--- config.mk ---
export PLATFORM = sky130hd
export DESIGN_NAME = brie_zero_find
export DESIGN_NICKNAME = d
export VERILOG_FILES = /design/src/brie_pkg.sv /design/src/brie_zero_find.sv
export SDC_FILE = /design/constraint.sdc
export NUM_CORES = 1
export LEC_CHECK = 0
export BUFFER_PORTS_ARGS = -buffer_cell sky130_fd_sc_hd__clkbuf_2
export CAP_MARGIN = 20
export CORE_ASPECT_RATIO = 1.1
export CORE_MARGIN = 10
export CORE_UTILIZATION = 37
export DETAILED_ROUTE_END_ITERATION = 8
export GPL_TIMING_DRIVEN = 0
export PLACE_DENSITY = 0.56
export SETUP_SLACK_MARGIN = 0.02
export SYNTH_ARGS = -nofsm -noshare
export SYNTH_HDL_FRONTEND = slang
export SYNTH_SLANG_ARGS = --single-unit
--- constraint.sdc ---
create_clock -name vclk -period 3.86
set_input_delay 0.193 -clock vclk [all_inputs]
set_output_delay 0.193 -clock vclk [all_outputs]
set_load 0.01 [all_outputs]
--- src/brie_pkg.sv ---
// ----------------------------------------------------------------------------
// brie_pkg
// shared constants and types of the bit run interval extender
// ----------------------------------------------------------------------------
package brie_pkg;

	// word memory geometry
	localparam int WORD_BITS  = 64;
	localparam int WORD_COUNT = 4096;
	localparam int BIT_W      = $clog2(WORD_BITS);
	localparam int MEM_AW     = (WORD_COUNT > 1) ? $clog2(WORD_COUNT) : 1;

	// field widths
	localparam int POS_W      = 19;
	localparam int ADDR_W     = POS_W - BIT_W;
	localparam int IDX_W      = 12;
	localparam int DATA_W     = 64;
	localparam int CMD_W      = 2;
	localparam int IN_TDATA_W = ((IDX_W + DATA_W + POS_W + 7) / 8) * 8;
	localparam int OUT_TDATA_W = ((POS_W + 7) / 8) * 8;

	// commands
	localparam logic [CMD_W-1:0] CMD_LOAD  = 2'd0;
	localparam logic [CMD_W-1:0] CMD_LEFT  = 2'd1;
	localparam logic [CMD_W-1:0] CMD_RIGHT = 2'd2;

	// zero search request: direction and bit offset inside the word
	typedef struct packed {
		logic             left;
		logic [BIT_W-1:0] off;
	} zf_req_t;

	// zero search answer: offset of the run boundary in position order
	typedef struct packed {
		logic             found;
		logic [BIT_W-1:0] idx;
	} zf_rsp_t;

endpackage

--- src/brie_zero_find.sv ---
// ----------------------------------------------------------------------------
// brie_zero_find
// priority encoder locating the end of a run of ones within one memory word
// ----------------------------------------------------------------------------
module brie_zero_find (
	input  logic [brie_pkg::WORD_BITS-1:0] word,
	input  brie_pkg::zf_req_t              req,
	output brie_pkg::zf_rsp_t              rsp
);

	logic [brie_pkg::WORD_BITS-1:0] zero_pos;

	// position i of the word sits at bit WORD_BITS-1-i
	always_comb begin
		for (int i = 0; i < brie_pkg::WORD_BITS; i++) begin
			zero_pos[i] = ~word[brie_pkg::WORD_BITS-1-i];
		end
	end

	// left: last zero at or below the offset; right: first zero at or above it
	always_comb begin
		rsp = '0;
		if (req.left) begin
			for (int i = 0; i < brie_pkg::WORD_BITS; i++) begin
				if (zero_pos[i] && (i <= int'(req.off))) begin
					rsp.found = 1'b1;
					rsp.idx   = brie_pkg::BIT_W'(i);
				end
			end
		end else begin
			for (int i = brie_pkg::WORD_BITS - 1; i >= 0; i--) begin
				if (zero_pos[i] && (i >= int'(req.off))) begin
					rsp.found = 1'b1;
					rsp.idx   = brie_pkg::BIT_W'(i);
				end
			end
		end
	end

endmodule

## Word level (Yosys, flattened, before mapping)

Cells that the tools add are included.

- Register bits after elaboration: 0
- Output and inout bits: 7
- Logic and storage cells: 445
- Input bits: 71

- Bitwise gates (word level): 64
- $lt $le $gt $ge: 126
- Mux-type cells: 129
- Reduce and logical (&&, ||, !) cells: 126

Operators with widths:

| cell | count |
|---|---|
| 7-bit two-way mux | 129 |
| 6-bit less-or-equal comparator (first input constant) | 32 |
| 6-bit >= comparator (first input constant) | 31 |
| 1-bit logical AND | 126 |
| 5-bit by 6-bit >= comparator with 1-bit output (first input constant) | 16 |
| 5-bit by 6-bit less-or-equal comparator with 1-bit output (first input constant) | 16 |
| 1-bit inverter | 64 |
| 4-bit by 6-bit >= comparator with 1-bit output (first input constant) | 8 |
| 4-bit by 6-bit less-or-equal comparator with 1-bit output (first input constant) | 8 |
| 3-bit by 6-bit >= comparator with 1-bit output (first input constant) | 4 |
| 3-bit by 6-bit less-or-equal comparator with 1-bit output (first input constant) | 4 |
| 1-bit by 6-bit >= comparator with 1-bit output (first input constant) | 2 |
| 2-bit by 6-bit >= comparator with 1-bit output (first input constant) | 2 |
| 2-bit by 6-bit less-or-equal comparator with 1-bit output (first input constant) | 2 |
| 1-bit by 6-bit less-or-equal comparator with 1-bit output (first input constant) | 1 |

## Depth between registers and ports, before layout

- Depth after elaboration: 66
- Mapped depth: 12
- Mapped depth without buffers: 8

## Least setup slack after synthesis

No wires, ideal clock.

- Path type: input to output
- Start: in req[3] (netlist name)
- End: out rsp[2] (netlist name)
- Arrival: 2.162 ns
- Buffers on the path: 4
- Data required time: 3.667 ns
- Stages: 11
- Slack: 1.505 ns
- Cells stage by stage: buf_6 buf_4 buf_4 buf_2 nor2_1 nand3_1 nand2_1 or2_2 nor3_1 o211ai_1 o311ai_0

RTL lines:

| item | RTL line | source |
|---|---|---|
| from (decl) | brie_zero_find.sv:7 | `input brie_pkg::zf_req_t req,` |
| to (decl) | brie_zero_find.sv:8 | `output brie_pkg::zf_rsp_t rsp` |

==> out/metrics.cfg <==
[hold_path]
min_to=rsp[4]
worstHoldStart=req[6]
min_path_cells=4
min_path_type=in2out

[timing]
fin_tns_setup_ns=0
drv_slew=0
setup_violations=0
tightest_slew_ns=0.985
max_freq_mhz=270
fin_crit_sh_pct=96.1
rsz0062_at_grt=false
layout_min_cycle_time_ns=3.71
finalHoldViolCount=0
relSlewSlack_pct=33.5

[final_layout]
diodes=0
area_growth_pct=13.7
final_nets=809
regArea_um2=0
final_area_mm2=0.00449
drive_gt1_share_pct=19.0
fin_util_pct=43.2
n_clock_buffer=0
nFlopsAndLatches=0

[yosys]
synth_common_cells=84 x a21oi_1, 66 x o21ai_0, 62 x nand2_1
synthDistinctLibCells=75
synth.avg_cell_area_um2=5.95
synth.most_common_cell=a21oi_1
synth_area_mm2=0.00395
syn_inst=664
yosysTopAreaCellShare_pct=10.6
synth_warnings=0
yosys-top-cells-area=a21oi_1 11%, o21ai_0 8.4%, nand2_1 5.9%
synth_fp_nets=735
ys_seq_area_share_pct=0
synth_top_area_cell=a21oi_1

[route]
first_iter_violations=1041
viasPerCell=7.09
drc=0
vias=6235
dr.pass1.iters=6
routed_wl_um=24900
wl_per_cell_um=28.3
ant_nets=0

[worst_setup_path]
crit_path_start_kind=primary input
crit_type=in2out
worstPathRequired_ns=3.67
cp.arrival_ns=3.52
path_max_fanout=10
cp-end-kind=output port

[outcome]
status=completed

[placement]
gp_congestion=1.08
dp_hpwl_um=19400
port_buffers=72
post_dp_cell_area_mm2=0.00449

[grt]
gr-total-overflow=0
grt_first_pass_wirelength_um=36000
antenna_found_initial=0
grt_max_degree=11
grt_pass1_vias=6025
grt_usage_pct=30.0

[clock_tree]
postCtsHoldBufs=0
cts_resized=0
cts_setup_buffers=0

[die]
io_pins=78
row_count=39
fp.dieH_um=128
fp.dieW_um=118
core-area_mm2=0.0104
start_util_pct=38.0
die_area_mm2=0.0152

[power_and_ir_drop]
cellPowerDensity_mw_per_mm2=143
irDropWorstVdd_mv=0.0930
power_w=0.000642
p_leak_nw=1.82

[run]
maxCapViolCount=0

worst max-delay path, stage by stage:
cell and delay [ns]:
buf_4 0.15, buf_6 0.15, buf_2 0.23, buf_2 0.28
o311ai_0 0.89, o21ai_1 0.36, a31oi_1 0.37, o311ai_0 0.20
a31o_2 0.29, o311ai_0 0.14, clkbuf_2 0.23
layout by cell type, fill, tap and decap left out, types with 15 or more instances in the layout:
master / netlist / routed
nand3_1: 18 / 18
o21ai_0: 66 / 66
clkbuf_2: 0 / 72
inv_1: 28 / 28
buf_2: 18 / 18
nor2_1: 58 / 58
a21oi_1: 84 / 84
a211oi_1: 17 / 17
nor3_1: 29 / 29
a21o_1: 15 / 15
nand2_1: 62 / 62
metal layers:
metal / up-vias / global-route usage (%) / wire length (um)
li1: 2715 / - / -
met1: 2895 / 35.8 / 9490
met2: 517 / 48.3 / 10800
met3: 106 / 6.87 / 2860
met4: 2 / 18.3 / 1680
met5: - / 2.81 / 57
final cells by class:
type / instances / area, um2
timing repair buffer: 72 / 360
inverter: 28 / 105
multi-input combinational: 583 / 3500
fill: 1182 / 5910
tap: 143 / 179
buffer: 53 / 345
logic make-up (layout without fill, tap and decap cells):
group	count (synthesis)	after routing	synth area share [%]
and+or+nand+nor	257	257	33.6
muxes	1	1	0.254
AOI/OAI and AO/OA	325	325	54.8
buffers and inverters	81	153	11.4
report_power, final:
group / leakage (nW) / internal [W] / switching, W
registers: 0 / 0 / 0
clock network: 0 / 0 / 0
logic: 1.82 / 0.000212 / 0.000430
worst max-delay path by stage:
stage	from	to	slack (ns)	cells after the start
3_5_place_dp	req[5]	rsp[2]	0.40	11
5_1_grt	req[5]	rsp[2]	0.14	11
3_3_place_gp	req[0]	rsp[0]	0.44	11
4_1_cts	req[5]	rsp[2]	0.40	11
2_1_floorplan	req[3]	rsp[2]	1.51	11
6_report	req[5]	rsp[2]	0.15	11
through the flow:
step | instances | worst slack (ns) | hold slack, ns
after global routing | 879 | 0.137 | 0.954
final | 879 | 0.151 | 0.933
after global placement | 879 | 0.436 | 0.931
after detailed placement | 879 | 0.404 | 0.904
after CTS | 879 | 0.403 | 0.906
after floorplan | 664 | 1.51 | 0.668
No activity file was read; power rests on OpenSTA's default activity.
